File: src/rtl/qrpm_stick.sv
// ---------------------------------------------------------------------------
// qrpm_stick
// offset and scale of one raw stick channel into a setpoint
// ---------------------------------------------------------------------------
`default_nettype none

module qrpm_stick (
    input  wire logic [10:0] raw,
    input  wire logic [31:0] trim,
    output logic      [31:0] setpoint
);

    logic [31:0] diff;

    always_comb
    begin
        diff     = {21'd0, raw} - {16'd0, trim[15:0]};
        setpoint = diff * {16'd0, trim[31:16]};
    end

endmodule

`default_nettype wire

File: config.mk
export PLATFORM = sky130hd
export DESIGN_NAME = qrpm_stick
export DESIGN_NICKNAME = d
export VERILOG_FILES = /design/src/rtl/qrpm_stick.sv
export SDC_FILE = /design/constraint.sdc
export NUM_CORES = 1
export LEC_CHECK = 0
export ABC_CLOCK_PERIOD_IN_PS = 12300
export BUFFER_PORTS_ARGS = -buffer_cell sky130_fd_sc_hd__buf_4
export CORE_MARGIN = 10
export CORE_UTILIZATION = 40
export DETAILED_ROUTE_END_ITERATION = 16
export SYNTH_ARGS = -nofsm -noshare
export SYNTH_HDL_FRONTEND = slang
export SYNTH_SLANG_ARGS = --single-unit
File: constraint.sdc
create_clock -name vclk -period 12.3
set_input_delay 2.46 -clock vclk [all_inputs]
set_output_delay 2.46 -clock vclk [all_outputs]
set_load 0.05 [all_outputs]
==> results_dict.tcl <==
set metrics [dict create \
    outcome "finished clean" \
    overflow 0 \
    routed_wl_um 27700 \
    first_pass_iters 4 \
    hold_path.class "in2out" \
    grt_max_degree 19 \
    chipWidth_um 186 \
    fin_setup_tns_ns 0 \
    synth-simple-area-share_pct 15.9 \
    core_um2 27000 \
    antenna_cells 0 \
    yosysUniqueCellTypes 64 \
    hold_depth 3 \
    final_hold_viol_count 0 \
    crit_fanout 3 \
    setup_viol 0 \
    synthCells 1252 \
    grt_pass1_vias 9310 \
    end_kind "output port" \
    ys_seq_area_share_pct 0 \
    slew_viol_final 0 \
    vias_per_cell 4.95 \
    cp.required_ns 9.84 \
    post_synth_xor_area_fraction_pct 3.90 \
    cp_slowest_cell "fa_1" \
    io_pins 75 \
    arrival_ns 9.77 \
    dr.first_iter.drc_count 347 \
    syn_nets 1651 \
    cp-start-kind "input port" \
    min-delay-start "trim[16]" \
    crit_top_cell "fa_1" \
    routabilityCongestion 0.845 \
    vias 8484 \
    synthAdderAreaFrac_pct 59.0 \
    place.detailed.hpwl_um 23400 \
    synth.most_common_cell "inv_1" \
    syn-cell-area_um2 11000 \
    yosys.area.top_type_share_pct 48.0 \
    hold_end "setpoint[0]" \
    rows 60 \
    critPathKind "in2out" \
    drive_gt1_share_pct 17.6 \
    worstMarginPinSlew_ns 1.02 \
    ant_nets 0 \
    antenna_found_initial 0 \
    dieArea_um2 34400 \
    register_area_um2 0 \
    fillers 2643 \
    area_growth_pct 17.8 \
    synth_top_family_by_area "adder cells" \
    synth_area_leader_cell "fa_1" \
    period_needed_ns 12.23 \
    syn_avg_cell_area_um2 8.76 \
    post-route-period-util_pct 99.4 \
    route.detailed.drc 0 \
    synthMuxAreaShare_pct 0.0913 \
    rsz0062_at_grt "true" \
    synth_compound_area_share_pct 7.90 \
    cap_violations 0 \
    grtUsageTotal_pct 16.6 \
    die_y_um 186 \
    synth_warnings 0 \
    nFlopsAndLatches 0 \
    cp_slowest_stage_delay_ns 0.55 \
    multi_input_area_um2 9950 \
    yosys-top-cells-area "fa_1, inv_1, ha_1, and2_1, nand2_1" \
    start_util_pct 40.7 \
    synth_top_cells_by_count "inv_1, fa_1, nand2_1, and2_1, ha_1" \
    slew_headroom_pct 31.6 \
    nNetsFinal 1774 \
    fmax_mhz 81.8 \
    grt_pass1_wl_um 46400 \
    io_buffers 75 \
    clkbuf_count 0 \
    wl_per_cell_um 16.2 \
]
==> how the worst max path moves through the flow <==
stage | startpoint | to | slack, ns | cells after the start
finish | raw[1] | setpoint[30] | 0.07 | 31
detailed placement | trim[1] | setpoint[28] | -0.1 | 31
floorplan | raw[0] | setpoint[24] | 0.03 | 24
global route | trim[1] | setpoint[30] | -0.19 | 34
CTS | trim[1] | setpoint[24] | 0.01 | 31
global placement | raw[1] | setpoint[30] | -0.04 | 29
==> routing by layer <==
layer | routed length (um) | GRT usage (%)
met4 | 488 | 2.58
met5 | 0 | 0
met1 | 11200 | 20.0
met2 | 15100 | 32.0
met3 | 910 | 0.994
==> cell type report <==
class              count  share of cell area, %
repair buffers       159                   9.72
well taps            341                   3.30
inverters            342                   9.94
multi-input cells    872                   77.0
==> per-stage QoR <==
step / setup WS, ns / area, um^2 / hold slack, ns / instances / util [%]
floorplan: 0.0339 / 11000 / 5.19 / 1252 / -
global placement: -0.0364 / 12300 / 5.43 / 1698 / 45.8
detailed placement: -0.0975 / 12300 / 5.43 / 1698 / 45.8
CTS: 0.0137 / 12400 / 5.43 / 1698 / 45.8
global route: -0.188 / 12900 / 5.45 / 1714 / 47.9
finish: 0.0744 / 12900 / 5.43 / 1714 / 47.9
==> worst max-delay path: cells and delay by family <==
family	cells	cell delay, ns
and+or+nand+nor	3	0.60
adders and majority gates	8	3.55
buffers and inverters	10	0.88
AOI/OAI and AO/OA	10	2.28
==> cells in the final DEF (no fill, tap or decap), types with 13 or more instances in the layout <==
cell	n
inv_1	336
fa_1	256
buf_4	148
nand2_1	119
and2_1	99
ha_1	85
xnor2_1	34
nor2b_1	28
nor2_1	28
o21ai_0	22
a21oi_1	17
o21a_1	13
==> cells by family after synthesis <==
group                    count (synthesis)
adder cells (fa/ha/maj)                360
AO/OA/AOI/OAI                          123
XOR/XNOR                                48
buffers and inverters                  380
AND/OR/NAND/NOR                        340
multiplexers                             1
==> timing repair <==
action	4_1_cts	5_1_grt
endpoints found under the setup margin	4	12
hold buffers	0	0
gates resized for setup	5	90
setup buffers	0	20
gates cloned	0	0
pin swaps	1	49
Power is left out: the tool's default activity adds up to more than one toggle a clock period on the data nets, which glitch-free logic cannot reach.
