## src/rtl/qrpm_pkg.sv

```systemverilog
// ---------------------------------------------------------------------------
// qrpm_pkg
// shared types and constants of the quad rate pid motor mixer
// ---------------------------------------------------------------------------
`default_nettype none

package qrpm_pkg;

    // item kinds
    localparam logic [1:0] CMD_STICK = 2'd0;
    localparam logic [1:0] CMD_GYRO  = 2'd1;
    localparam logic [1:0] CMD_SERVO = 2'd2;

    // configuration register indexes
    localparam logic [2:0] REG_THROTTLE_TRIM = 3'd0;
    localparam logic [2:0] REG_AILERON_TRIM  = 3'd1;
    localparam logic [2:0] REG_ELEVATOR_TRIM = 3'd2;
    localparam logic [2:0] REG_RUDDER_TRIM   = 3'd3;
    localparam logic [2:0] REG_PITCH_GAINS   = 3'd4;
    localparam logic [2:0] REG_ROLL_GAINS    = 3'd5;
    localparam logic [2:0] REG_YAW_GAINS     = 3'd6;
    localparam logic [2:0] REG_MIX_CONTROL   = 3'd7;

    localparam int CFG_DATA_W = 52;
    localparam int IN_DATA_W  = 96;
    localparam int OUT_DATA_W = 112;

    // stick channel order: throttle, aileron, elevator, rudder
    localparam int CH_THROTTLE = 0;

    // axis order: pitch, roll, yaw; setpoint channel feeding each axis
    localparam int NUM_AXES = 3;
    localparam logic [1:0] AXIS_SETPOINT [NUM_AXES] = '{2'd2, 2'd1, 2'd3};
    localparam int AXIS_PITCH = 0;
    localparam int AXIS_ROLL  = 1;
    localparam int AXIS_YAW   = 2;

    // input request payload, lowest field in the lowest bits
    typedef struct packed {
        logic [3:0]        pad;
        logic [2:0][15:0]  rate;     // x pitch, y roll, z yaw
        logic [3:0][10:0]  raw;      // throttle, aileron, elevator, rudder
    } in_item_t;

    // result request payload
    typedef struct packed {
        logic [2:0][15:0]  corr;     // pitch, roll, yaw
        logic [3:0][15:0]  motor;    // front right, rear right, rear left, front left
    } out_item_t;

    // per-axis pid update
    typedef struct packed {
        logic [31:0] err;
        logic [31:0] sum;
        logic [15:0] corr;
    } pid_result_t;

    // mix_control fields
    typedef struct packed {
        logic [3:0]  motor_sel;
        logic [15:0] throttle_override;
        logic [15:0] test_width;
        logic [15:0] width_offset;
    } mix_ctrl_t;

endpackage

`default_nettype wire

```

## src/rtl/qrpm_pid_axis.sv

```systemverilog
// ---------------------------------------------------------------------------
// qrpm_pid_axis
// one axis of the rate pid: error, integral, derivative and 16-bit shift
// ---------------------------------------------------------------------------
`default_nettype none

module qrpm_pid_axis (
    input  wire logic        [31:0] setpoint,
    input  wire logic signed [15:0] rate,
    input  wire logic        [47:0] gains,
    input  wire logic        [31:0] last_err,
    input  wire logic        [31:0] sum,
    output qrpm_pkg::pid_result_t   result
);

    logic [31:0] err;
    logic [31:0] sum_next;
    logic [31:0] p_term;
    logic [31:0] i_term;
    logic [31:0] d_term;
    logic [31:0] acc;

    always_comb
    begin
        err      = setpoint - {{16{rate[15]}}, rate};
        sum_next = sum + err;
        p_term   = err * {16'd0, gains[15:0]};
        i_term   = sum_next * {16'd0, gains[31:16]};
        d_term   = (err - last_err) * {16'd0, gains[47:32]};
        acc      = p_term + i_term + d_term;
        // arithmetic shift by 16 keeping the low 16 bits is just the top half
        result.err  = err;
        result.sum  = sum_next;
        result.corr = acc[31:16];
    end

endmodule

`default_nettype wire

```

## config.mk

```make
export PLATFORM = sky130hd
export DESIGN_NAME = qrpm_pid_axis
export DESIGN_NICKNAME = d
export VERILOG_FILES = /design/src/rtl/qrpm_pkg.sv /design/src/rtl/qrpm_pid_axis.sv
export SDC_FILE = /design/constraint.sdc
export NUM_CORES = 2
export LEC_CHECK = 0
export BUFFER_PORTS_ARGS = -buffer_cell sky130_fd_sc_hd__clkbuf_2
export CORE_AREA = 2 2 295 297
export DETAILED_ROUTE_END_ITERATION = 12
export DIE_AREA = 0 0 297 299
export GPL_ROUTABILITY_DRIVEN = 0
export PLACE_DENSITY = 0.66
export SYNTH_ARGS = -nofsm -noshare
export SYNTH_HDL_FRONTEND = slang
export SYNTH_SLANG_ARGS = --single-unit
```

## constraint.sdc

```tcl
create_clock -name vclk -period 18.3
set_input_delay 2.745 -clock vclk [all_inputs]
set_output_delay 2.745 -clock vclk [all_outputs]
set_load 0.01 [all_outputs]
```

==> flow_metrics.tcl <==
set metrics [dict create \
    outcome "finished clean" \
    die_y_um 299 \
    yosys_warnings 0 \
    finalHoldViolCount 0 \
    maxSlewHeadroom_pct 15.86 \
    worstPathRequired_ns 15.55 \
    die_x_um 297 \
    period_minus_slack_ns 17.82 \
    hold_slack_ns 5.942 \
    grt_start_max_net_pins 33 \
    critical_path.slowest_cell "fa_1" \
    end_kind "primary output" \
    synth_cells 4483 \
    hold_class "input pin to primary output" \
    syn2layout_area_growth_pct 8.473 \
    placed_area_um2 42190 \
    routed_via_density 5.214 \
    port_buffers 240 \
    clock_buffers 0 \
    fin_crit_sh_pct 97.40 \
    die_area_um2 88800 \
    instances_no_fill 5820 \
    drive_gt1_share_pct 9.466 \
    yosysMostFrequentCell "inv_1" \
    finalInstanceArea_um2 42460 \
    antenna_found_initial 9 \
    synthTopCellsByCount "inv_1, fa_1, nand2_1" \
    wl_per_cell_um 20.80 \
    grt_pass1_vias 33210 \
    boundaryPins 240 \
    wirelength_mm 121.0 \
    finalMaxSlewViolations 0 \
    track_usage_pct 28.27 \
    crit_arrival_ns 15.08 \
    synth_area_um2 39150 \
    syn_avg_cell_area_um2 8.732 \
    synth_area_leaders "fa_1, inv_1, and2_1" \
    yosysUniqueCellTypes 72 \
    drcViolationCount 0 \
    vias 30350 \
    drtPass1Iterations 6 \
    worst_pin_slew_ns 1.256 \
    path_max_fanout 5 \
    seq_cells 0 \
    syn_nets 5910 \
    start_util_pct 45.55 \
    fin_nets 6088 \
    synth_top_area_share_pct 52.47 \
    timing.fmax_ghz 0.05611 \
    num_rows 108 \
    ant_nets 0 \
    synth_top_cell_by_area "fa_1" \
    fillCellCount 8305 \
    place.detailed.hpwl_mm 104.2 \
    cap_violations 0 \
    setup_viol 0 \
    place_inst 5807 \
    setup_tns_ns 0 \
    cp_common_cell "fa_1" \
    gr-total-overflow 0 \
    drt_iter0_drc 1860 \
    cp-start-kind "input pin" \
    coreArea_um2 85940 \
    regArea_um2 0 \
    synth.yosys.seq_area_share_pct 0 \
    grt_first_pass_wirelength_mm 192.5 \
    crit_type "input pin to primary output" \
    cts_hold_buf 0 \
    crit_path_max_incr_delay_ns 0.58 \
]
## per-stage QoR
stage                     utilization [%]  setup WS [ns]
after global placement              49.09         0.3370
after global routing                49.41       -0.05385
final                               49.41         0.4766
after CTS                           49.09        0.02648
after detailed placement            49.09        0.09389
after floorplan                         -         0.9835
## per-layer routing
metal  GRT usage [%]  vias up  part of all wire (%)
met3           2.428      274                   6.0
met5               0        -                 0.015
met2           49.52     1113                    50
met4           13.56        2                   5.9
met1           35.43    15750                    38
li1                -    13210                     -
## logic make-up after synthesis
logic type / synth area share (%)
AO/OA/AOI/OAI: 5.021
XOR/XNOR: 4.375
adder cells (fa/ha/maj): 60.17
buffers and inverters: 13.33
multiplexers: 0.05433
AND/OR/NAND/NOR: 17.05
## worst max-delay path, delay by kind of cell
family,cells,cell delay [ns]
AO/OA/AOI/OAI,12,2.91
XOR/XNOR,14,3.32
adder cells (fa/ha/maj),11,5.15
buffers and inverters,9,0.54
AND/OR/NAND/NOR,3,0.41
## timing repair
| action | 4_1_cts | 5_1_grt |
|---|---|---|
| setup endpoints to repair | 0 | 1 |
| endpoints found under the hold margin | 0 | 0 |
| buffers inserted | 0 | 7 |
| gates resized for setup | 0 | 43 |
## worst paths after layout
path	cells past startpoint	from	endpoint	slack, ns
max	49	rate[4]	result[15]	0.48
min	3	sum[31]	result[47]	5.94
## cells in the final DEF, fill, tap and decap left out, types with 6 or more instances in the layout
cell type  count
a211oi_1      11
a21o_1        32
a21oi_1       84
a21oi_2       10
and2_1       487
and3_1        11
buf_4        118
clkbuf_2     240
diode_2        6
fa_1        1024
ha_1         236
inv_1       1205
nand2_1      684
nand2b_1      15
nand3_1       16
nand4_1        7
nor2_1        52
nor2b_1       57
nor3_1        17
o21a_1        27
o21ai_0       39
o21bai_1      11
xnor2_1       91
xnor2_2       25
xnor3_1       14
xor2_1        30
xor2_2         7
## final cells by class
class / count / area [um^2] / area share [%]
Antenna cell: 6 / 15.01 / 0.03536
Inverter: 1205 / 4523 / 10.65
Multi-Input combinational cell: 3093 / 34360 / 80.92
Tap cell: 1155 / 1445 / 3.403
Timing Repair Buffer: 361 / 2121 / 4.994
Power is left out: the tool's default activity adds up to more than one toggle a clock period on the data nets, which glitch-free logic cannot reach.
