==> src/rtl/qrpm_pkg.sv <==
// ---------------------------------------------------------------------------
// qrpm_pkg
// shared types and constants of the quad rate pid motor mixer
// ---------------------------------------------------------------------------
`default_nettype none

package qrpm_pkg;

    // item kinds
    localparam logic [1:0] CMD_STICK = 2'd0;
    localparam logic [1:0] CMD_GYRO  = 2'd1;
    localparam logic [1:0] CMD_SERVO = 2'd2;

    // configuration register indexes
    localparam logic [2:0] REG_THROTTLE_TRIM = 3'd0;
    localparam logic [2:0] REG_AILERON_TRIM  = 3'd1;
    localparam logic [2:0] REG_ELEVATOR_TRIM = 3'd2;
    localparam logic [2:0] REG_RUDDER_TRIM   = 3'd3;
    localparam logic [2:0] REG_PITCH_GAINS   = 3'd4;
    localparam logic [2:0] REG_ROLL_GAINS    = 3'd5;
    localparam logic [2:0] REG_YAW_GAINS     = 3'd6;
    localparam logic [2:0] REG_MIX_CONTROL   = 3'd7;

    localparam int CFG_DATA_W = 52;
    localparam int IN_DATA_W  = 96;
    localparam int OUT_DATA_W = 112;

    // stick channel order: throttle, aileron, elevator, rudder
    localparam int CH_THROTTLE = 0;

    // axis order: pitch, roll, yaw; setpoint channel feeding each axis
    localparam int NUM_AXES = 3;
    localparam logic [1:0] AXIS_SETPOINT [NUM_AXES] = '{2'd2, 2'd1, 2'd3};
    localparam int AXIS_PITCH = 0;
    localparam int AXIS_ROLL  = 1;
    localparam int AXIS_YAW   = 2;

    // input request payload, lowest field in the lowest bits
    typedef struct packed {
        logic [3:0]        pad;
        logic [2:0][15:0]  rate;     // x pitch, y roll, z yaw
        logic [3:0][10:0]  raw;      // throttle, aileron, elevator, rudder
    } in_item_t;

    // result request payload
    typedef struct packed {
        logic [2:0][15:0]  corr;     // pitch, roll, yaw
        logic [3:0][15:0]  motor;    // front right, rear right, rear left, front left
    } out_item_t;

    // per-axis pid update
    typedef struct packed {
        logic [31:0] err;
        logic [31:0] sum;
        logic [15:0] corr;
    } pid_result_t;

    // mix_control fields
    typedef struct packed {
        logic [3:0]  motor_sel;
        logic [15:0] throttle_override;
        logic [15:0] test_width;
        logic [15:0] width_offset;
    } mix_ctrl_t;

endpackage

`default_nettype wire

==> src/rtl/qrpm_mixer.sv <==
// ---------------------------------------------------------------------------
// qrpm_mixer
// x-frame mix of throttle and corrections into four motor widths
// ---------------------------------------------------------------------------
`default_nettype none

module qrpm_mixer (
    input  wire logic [15:0]        throttle,
    input  wire qrpm_pkg::mix_ctrl_t ctrl,
    input  wire logic [2:0][15:0]   corr,
    output logic      [3:0][15:0]   widths
);

    // the mix is computed in 16 bits, so only the low 16 bits of the sum reach the outputs
    logic [15:0] thr;
    logic [15:0] p;
    logic [15:0] r;
    logic [15:0] y;
    logic [3:0][15:0] mix;

    always_comb
    begin
        thr = (ctrl.throttle_override != 16'd0) ? ctrl.throttle_override : throttle;
        p   = corr[qrpm_pkg::AXIS_PITCH];
        r   = corr[qrpm_pkg::AXIS_ROLL];
        y   = corr[qrpm_pkg::AXIS_YAW];
        mix[0] = thr + r + p + y;
        mix[1] = thr + r - p - y;
        mix[2] = thr - r - p + y;
        mix[3] = thr - r + p - y;
        for (int i = 0; i < 4; i++)
        begin
            widths[i] = ctrl.motor_sel[i] ? ctrl.test_width : mix[i] + ctrl.width_offset;
        end
    end

endmodule

`default_nettype wire

==> config.mk <==
export PLATFORM = sky130hd
export DESIGN_NAME = qrpm_mixer
export DESIGN_NICKNAME = d
export VERILOG_FILES = /design/src/rtl/qrpm_pkg.sv /design/src/rtl/qrpm_mixer.sv
export SDC_FILE = /design/constraint.sdc
export NUM_CORES = 1
export LEC_CHECK = 0
export BUFFER_PORTS_ARGS = -buffer_cell sky130_fd_sc_hd__buf_4
export CAP_MARGIN = 20
export CORE_MARGIN = 5
export CORE_UTILIZATION = 45
export DETAILED_ROUTE_END_ITERATION = 12
export GPL_TIMING_DRIVEN = 0
export PLACE_DENSITY = 0.75
export SLEW_MARGIN = 10
export SYNTH_ARGS = -nofsm -noshare
export SYNTH_HDL_FRONTEND = slang
export SYNTH_SLANG_ARGS = --single-unit
==> constraint.sdc <==
create_clock -name vclk -period 9.25
set_input_delay 1.85 -clock vclk [all_inputs]
set_output_delay 1.85 -clock vclk [all_outputs]
set_load 0.005 [all_outputs]
==> results.cfg, run 1 <==
[power]
vdd.ir_drop.worst_mv = 0.123
power.leakage_nw = 4.81
pwr_density_cell_nw_per_um2 = 209
p_total_mw = 1.96

[synth]
synth.top_cell.area_share_pct = 31.5
synth_mux_area_share_pct = 1.97
yosysWarnings = 0
synth_compound_area_share_pct = 19.1
netlist_top_cells_area = fa_1 (32%), ha_1 (15%), inv_1 (8.4%), xnor2_1 (4.7%), o21ai_0 (4.3%)
synthSimpleGateAreaFrac_pct = 13.5
yosys.area_share.xor_xnor_pct = 9.55
netlist_instances = 948
synthAdderAreaFrac_pct = 46.5
synth_top_area_cell = fa_1
synth_top_family_by_area = adder cells
synthesis.area_sq_um = 7690
synth.distinct_cells = 61
syn_nets = 1277
avgSynthCellArea_sq_um = 8.11
yosysSeqAreaShare_pct = 0

[timing]
worst_pin_slew_ns = 0.895
slew_headroom_pct = 40.4
fmaxAchievable_mhz = 111
fin_crit_ns = 9.00
drv_slew = 0
hold_viol = 0
setup_violations = 0
rsz0062_at_grt = no
fin_tns_setup_ns = 0
fin_crit_sh_pct = 97.3
timing.final.ws_setup_ns = 0.253

[finish]
final_common_cell = buf_4
final_nets = 1458
drive_above_1_share_pct = 19.1
fill_cells = 1609
fin_area_sq_um = 9380
multi_input_area_sq_um = 7030
area_growth_pct = 22.1
regArea_sq_um = 0
mostFrequentLayoutCells = buf_4 (180), inv_1 (172), fa_1 (121)
n_clock_buffer = 0
insertedDiodeCount = 0
flops_and_latches = 0

[placed_design]
place_area_sq_um = 9310
port_buffers = 179
place_congestion = 0.913
hpwl_microns = 20600
place_ws_ns = -0.410

[flow_run]
max_cap_viol_count = 0

[grt]
antenna_found_initial = 0
grt_pass1_wl_microns = 36600
overflow = 0
grt_pass1_vias = 7332
grt_max_degree = 11
grt_usage_pct = 22.9

[die]
die_area_sq_um = 19800
die-height_microns = 141
io_pins = 180
core_sq_um = 16700
initial_utilization_pct = 46.0
die_w_microns = 141
rows = 47

[routing]
drt-pass1-iter-count = 5
viasPerCell = 5.31
wl_per_cell_microns = 17.4
routed_wl_microns = 23400
drt_iter0_markers = 489
drc = 0
num_vias = 7152
detail-route-antenna-nets = 0

[setup_path]
cp.arrival_ns = 7.15
crit_type = in -> out
startpoint_type = input pin
cp_max_fo = 7
cp.required_ns = 7.40
end_kind = output pin

[outcome]
status = finished clean

[worst_hold_path]
min-delay-path-class = in -> out

[clocking]
hold_buffers = 0
-- critical path, cell delays in order --
cell and delay, ns:
buf_4 0.12, nor4_1 0.33, and4_4 0.33, a21o_1 0.16
inv_1 0.05, ha_1 0.25, fa_1 0.44, o21bai_1 0.15
a21oi_1 0.12, o21bai_1 0.22, a21oi_1 0.11, xnor2_1 0.37
fa_1 0.49, ha_1 0.35, and2_1 0.19, o211ai_1 0.13
and3_1 0.20, or4_1 0.61, nand4b_1 0.14, nand3b_1 0.10
xnor2_1 0.13, o21ai_1 0.17, buf_4 0.15
-- power by group --
group	switching (mW)	internal [mW]
clock network	0	0
logic	1.05	0.905
registers	0	0
total	1.05	0.905
-- Yosys cell counts (8+ instances only) --
cell	number
xnor2_1	41
nor3_1	12
nor2_1	46
clkbuf_1	17
fa_1	121
o21ai_0	66
nand2_1	84
nand3_1	10
nand2b_1	14
mux2_2	9
xor2_1	34
inv_1	172
o21bai_1	14
a21o_1	33
or3_1	8
a21oi_1	60
ha_1	92
-- cell type report --
cell class                      instances  share of cell area (%)
Inverter                              172                    6.88
Buffer                                 20                   0.853
Tap cell                              220                    2.93
Multi-Input combinational cell        755                    74.9
Timing Repair Buffer                  180                    14.4
-- through the flow --
stage | cells | hold WS [ns] | util, %
global placement | 1347 | 4.00 | 55.7
finish | 1347 | 4.03 | 56.2
floorplan | 948 | 3.79 | -
CTS | 1347 | 4.03 | 56.0
global route | 1347 | 4.05 | 56.2
detailed placement | 1347 | 4.03 | 55.7
-- repair_timing --
item,in CTS,in global routing
gates resized for setup,9,7
setup endpoints to repair,10,15
buffers inserted,0,1
pin swaps,0,1
-- path summary, 6_finish.rpt --
check	start	end	slack [ns]	cells after the start
worst max-delay path	ctrl[35]	widths[63]	0.25	23
worst min-delay path	ctrl[16]	widths[16]	4.03	3
-- layer usage --
| layer | vias to the layer above | GRT usage [%] | wire length [microns] |
|---|---|---|---|
| met2 | 287 | 40.7 | 11500 |
| li1 | 3442 | - | - |
| met3 | 37 | 3.59 | 1810 |
| met4 | 0 | 5.61 | 686 |
| met1 | 3386 | 29.2 | 9480 |
| met5 | - | 0 | 0 |
-- logic make-up (layout without fill, tap and decap cells) --
logic type	Yosys count	in the layout
adders and majority gates	213	213
AOI/OAI and AO/OA	232	232
buffers and inverters	193	372
xor gates and xnor gates	79	79
muxes	14	14
and+or+nand+nor	217	217
Power figures use the tool's default switching activity.
==> run 2: changes to the inputs <==
--- a/config.mk
+++ b/config.mk
@@ -11,8 +11,8 @@
 export CORE_UTILIZATION = 45
 export DETAILED_ROUTE_END_ITERATION = 12
 export GPL_TIMING_DRIVEN = 0
-export PLACE_DENSITY = 0.75
-export SLEW_MARGIN = 10
+export PLACE_DENSITY = 0.77
+export SLEW_MARGIN = 15
 export SYNTH_ARGS = -nofsm -noshare
 export SYNTH_HDL_FRONTEND = slang
 export SYNTH_SLANG_ARGS = --single-unit
==> constraint.sdc (replaced) <==
create_clock -name vclk -period 7.2
set_input_delay 1.44 -clock vclk [all_inputs]
set_output_delay 1.44 -clock vclk [all_outputs]
set_load 0.005 [all_outputs]
==> results.cfg, run 2 (synthesis results as in run 1) <==
[finish]
insertedDiodeCount = 0
fin_util_pct = 65.3
area_growth_pct = 41.9
final_nets = 1502
n_clock_buffer = 0
final_common_cell = buf_4
fin_area_sq_um = 10900
multi_input_area_sq_um = 8140
drive_above_1_share_pct = 35.7
mostFrequentLayoutCells = buf_4 (210), inv_1 (168), fa_1 (116)
fill_cells = 1277
flops_and_latches = 0
regArea_sq_um = 0

[timing]
rsz0062_at_grt = yes
fmaxAchievable_mhz = 128
whs_ns = 3.21
drv_slew = 0
worst_pin_slew_ns = 0.880
timing.final.ws_setup_ns = -0.618
fin_crit_sh_pct = 109
fin_tns_setup_ns = -9.29
fin_crit_ns = 7.82
hold_viol = 0
setup_violations = 30
slew_headroom_pct = 41.3

[grt]
grt_max_degree = 12
overflow = 0
antenna_found_initial = 0
grt_usage_pct = 24.0
grt_pass1_wl_microns = 39100
grt_pass1_vias = 7885

[placed_design]
hpwl_microns = 20300
place_congestion = 0.923
port_buffers = 179
place_area_sq_um = 9340

[flow_run]
max_cap_viol_count = 0

[power]
vdd.ir_drop.worst_mv = 0.149
pwr-share-clk_pct = 0
internal_power_mw = 1.64
p_seq_share_pct = 0
switching_power_mw = 1.73
pwr_density_cell_nw_per_um2 = 309
p_comb_share_pct = 100.0
netSwitchingFraction_pct = 51.4
power.leakage_nw = 5.27

[clocking]
hold_buffers = 0

[worst_hold_path]
min_to = widths[16]
hold_depth = 3
min-delay-path-class = in -> out
worstHoldStart = ctrl[16]

[die]
core_sq_um = 16700
die_w_microns = 141
io_pins = 180
die_area_sq_um = 19800
initial_utilization_pct = 46.0
die-height_microns = 141
rows = 47

[setup_path]
cp_slowest_cell = fa_1
critPathTopFamily = compound AO/OA/AOI/OAI gates
cp_max_fo = 4
path_common_cell = a21o_1
cp_slowest_stage_delay_ns = 0.62
crit_type = in -> out
path_buf_inv = 5
cp.arrival_ns = 6.38
cp.required_ns = 5.76
end_kind = output pin
startpoint_type = input pin

[outcome]
status = finished with violations
violations = setup timing

[routing]
routed_wl_microns = 26100
viasPerCell = 5.53
detail-route-antenna-nets = 0
wl_per_cell_microns = 18.7
num_vias = 7690
drt-pass1-iter-count = 5
drt_iter0_markers = 583
drc = 0
==> run 2: cell count changes in the layout (fill, tap and decap cells not counted), moves of 12 or more <==
cell,before,now
xnor2_2,4,16
xnor2_1,38,23
o21ai_0,66,27
a21oi_2,0,22
buf_6,0,13
a21oi_1,60,35
ha_4,0,24
buf_4,180,210
ha_1,92,62
o21ai_2,0,19
o21ai_1,6,24
==> run 2: worst max-delay path by stage <==
| stage | startpoint | to | slack (ns) | cells past startpoint |
|---|---|---|---|---|
| 2_1_floorplan | ctrl[43] | widths[31] | 0.009 | 23 |
| 3_3_place_gp | ctrl[35] | widths[31] | -1.33 | 25 |
| 6_report | ctrl[35] | widths[31] | -0.62 | 27 |
| 5_1_grt | ctrl[40] | widths[31] | -0.82 | 27 |
| 4_1_cts | ctrl[38] | widths[63] | -0.61 | 26 |
| 3_5_place_dp | ctrl[35] | widths[31] | -1.40 | 25 |
==> run 2: per-layer routing <==
metal / track usage [%] / up-vias / share of wire [%]
li1: - / 3535 / -
met1: 30.8 / 3731 / 39
met2: 42.2 / 354 / 50
met3: 2.98 / 70 / 7.0
met4: 7.39 / 0 / 3.8
met5: 0 / - / 0
==> run 2: area by class of cell <==
class	instances	share of cell area, %
Inverter	172	5.92
Buffer	19	0.883
Timing Repair Buffer	225	16.1
Multi-Input combinational cell	755	74.6
Tap cell	220	2.52
==> run 2: repair_timing <==
| action | in CTS | in global routing |
|---|---|---|
| pin swaps | 78 | 81 |
| gates resized for setup | 164 | 95 |
| setup buffers | 32 | 18 |
| endpoints found under the setup margin | 38 | 37 |
==> run 2: metrics by stage <==
step / total power [mW] / setup WS (ns) / std cells
after detailed placement: 2.46 / -1.40 / 1347
after global placement: 2.40 / -1.33 / 1347
after CTS: 2.96 / -0.611 / 1377
final: 3.37 / -0.618 / 1391
after global routing: 3.62 / -0.817 / 1391
after floorplan: 1.66 / 0.00892 / 948
==> run 2: power by group through the flow <==
stage               Sequential, mW  Clock [mW]  Combinational [mW]
CTS                              0           0                2.96
finish                           0           0                3.37
global route                     0           0                3.62
global placement                 0           0                2.40
detailed placement               0           0                2.46
floorplan                        0           0                1.66
==> run 3: changes to the inputs <==
--- a/config.mk
+++ b/config.mk
@@ -12,6 +12,7 @@
 export DETAILED_ROUTE_END_ITERATION = 12
 export GPL_TIMING_DRIVEN = 0
 export PLACE_DENSITY = 0.77
+export REMOVE_ABC_BUFFERS = 1
 export SLEW_MARGIN = 15
 export SYNTH_ARGS = -nofsm -noshare
 export SYNTH_HDL_FRONTEND = slang
==> constraint.sdc (replaced) <==
create_clock -name vclk -period 7.2
set_input_delay 0.72 -clock vclk [all_inputs]
set_output_delay 0.72 -clock vclk [all_outputs]
set_load 0.005 [all_outputs]
==> results.cfg, run 3 (synthesis results as in run 1) <==
[finish]
area_growth_pct = 20.6
fill_cells = 1579
final_common_cell = buf_4
final_nets = 1438
drive_above_1_share_pct = 18.7
insertedDiodeCount = 0
flops_and_latches = 0
n_clock_buffer = 0
multi_input_area_sq_um = 7000
regArea_sq_um = 0
fin_area_sq_um = 9270
mostFrequentLayoutCells = buf_4 (180), inv_1 (172), fa_1 (121)
fin_util_pct = 55.5

[routing]
drt-pass1-iter-count = 5
routed_wl_microns = 20800
drt_iter0_markers = 327
drc = 0
wl_per_cell_microns = 15.7
num_vias = 6884
detail-route-antenna-nets = 0
viasPerCell = 5.19

[placed_design]
place_congestion = 0.903
hpwl_microns = 18800
port_buffers = 180
place_area_sq_um = 9230
place_ws_ns = 0.124

[grt]
grt_pass1_wl_microns = 33600
grt_max_degree = 35
antenna_found_initial = 0
overflow = 0
grt_usage_pct = 20.6
grt_pass1_vias = 6942

[power]
power.leakage_nw = 4.77
pwr_density_cell_nw_per_um2 = 266
vdd.ir_drop.worst_mv = 0.238

[setup_path]
cp.arrival_ns = 6.17
cp_max_fo = 16
crit_start = ctrl[43]
cp.required_ns = 6.48
worstSetupEndpoint = widths[63]
crit_type = in -> out
end_kind = output pin
startpoint_type = input pin

[clocking]
hold_buffers = 0
post_cts_buffers = 0
cts_resized = 0

[timing]
fin_crit_sh_pct = 95.7
setup_violations = 0
slew_headroom_pct = 59.5
drv_slew = 0
fmaxAchievable_mhz = 145
timing.final.ws_setup_ns = 0.312
worst_pin_slew_ns = 0.600
hold_viol = 0
fin_tns_setup_ns = 0
whs_ns = 1.74
rsz0062_at_grt = no
fin_crit_ns = 6.89

[die]
core_sq_um = 16700
die-height_microns = 141
die_w_microns = 141
rows = 47
io_pins = 180
initial_utilization_pct = 46.0
die_area_sq_um = 19800

[outcome]
status = finished clean

[worst_hold_path]
min-delay-path-class = in -> out
hold_depth = 4

[flow_run]
max_cap_viol_count = 0
run 3: cell count changes in the layout (fill, tap and decap cells not counted), moves of 12 or more:
cell	before	now
o21ai_2	19	0
ha_4	24	0
a21oi_1	35	60
o21ai_1	24	6
xnor2_1	23	38
a21oi_2	22	0
xnor2_2	16	4
o21ai_0	27	66
buf_4	210	180
buf_6	13	0
ha_1	62	92
clkbuf_1	12	0
run 3: metal layers:
| layer | part of all wire (%) | vias to the layer above | global-route usage, % |
|---|---|---|---|
| met1 | 40 | 3192 | 25.3 |
| li1 | - | 3403 | - |
| met5 | 0 | - | 0 |
| met2 | 51 | 248 | 38.8 |
| met3 | 6.4 | 41 | 1.79 |
| met4 | 3.5 | 0 | 4.95 |
run 3: final cells by class:
type,instances,area share (%)
multi-input cells,755,75.5
inverters,172,6.96
well taps,220,2.97
repair buffers,180,14.6
run 3: how the worst min path moves through the flow:
stage              from          to  slack (ns)
6_report       ctrl[18]  widths[18]        1.74
3_3_place_gp   ctrl[18]  widths[18]        1.74
4_1_cts        ctrl[18]  widths[18]        1.75
3_5_place_dp   ctrl[18]  widths[18]        1.74
2_1_floorplan  ctrl[48]  widths[15]        1.50
5_1_grt        ctrl[18]  widths[18]        1.77
run 3: critical path, stage by stage:
cell and delay, ns:
buf_4 0.11, nor4_1 0.47, and4_4 0.42, a21o_1 0.19
inv_1 0.05, ha_1 0.26, fa_1 0.44, o21bai_1 0.15
a21oi_1 0.11, o21bai_1 0.21, a21oi_1 0.13, xnor2_2 0.17
fa_1 0.49, ha_1 0.36, and2_1 0.20, o211ai_1 0.15
and3_1 0.23, or4_1 0.59, a21oi_1 0.15, nand3b_1 0.14
xnor2_1 0.15, o21ai_1 0.10, buf_4 0.15
run 3: per-stage QoR:
stage	power (mW)	std cells
4_1_cts	2.45	1327
2_1_floorplan	1.64	927
6_report	2.47	1327
5_1_grt	2.74	1327
3_5_place_dp	2.43	1327
3_3_place_gp	2.37	1327
run 3: power by group:
group	total, mW	switching [mW]	internal [mW]
logic	2.47	1.32	1.15
registers	0	0	0
clock network	0	0	0
total	2.47	1.32	1.15
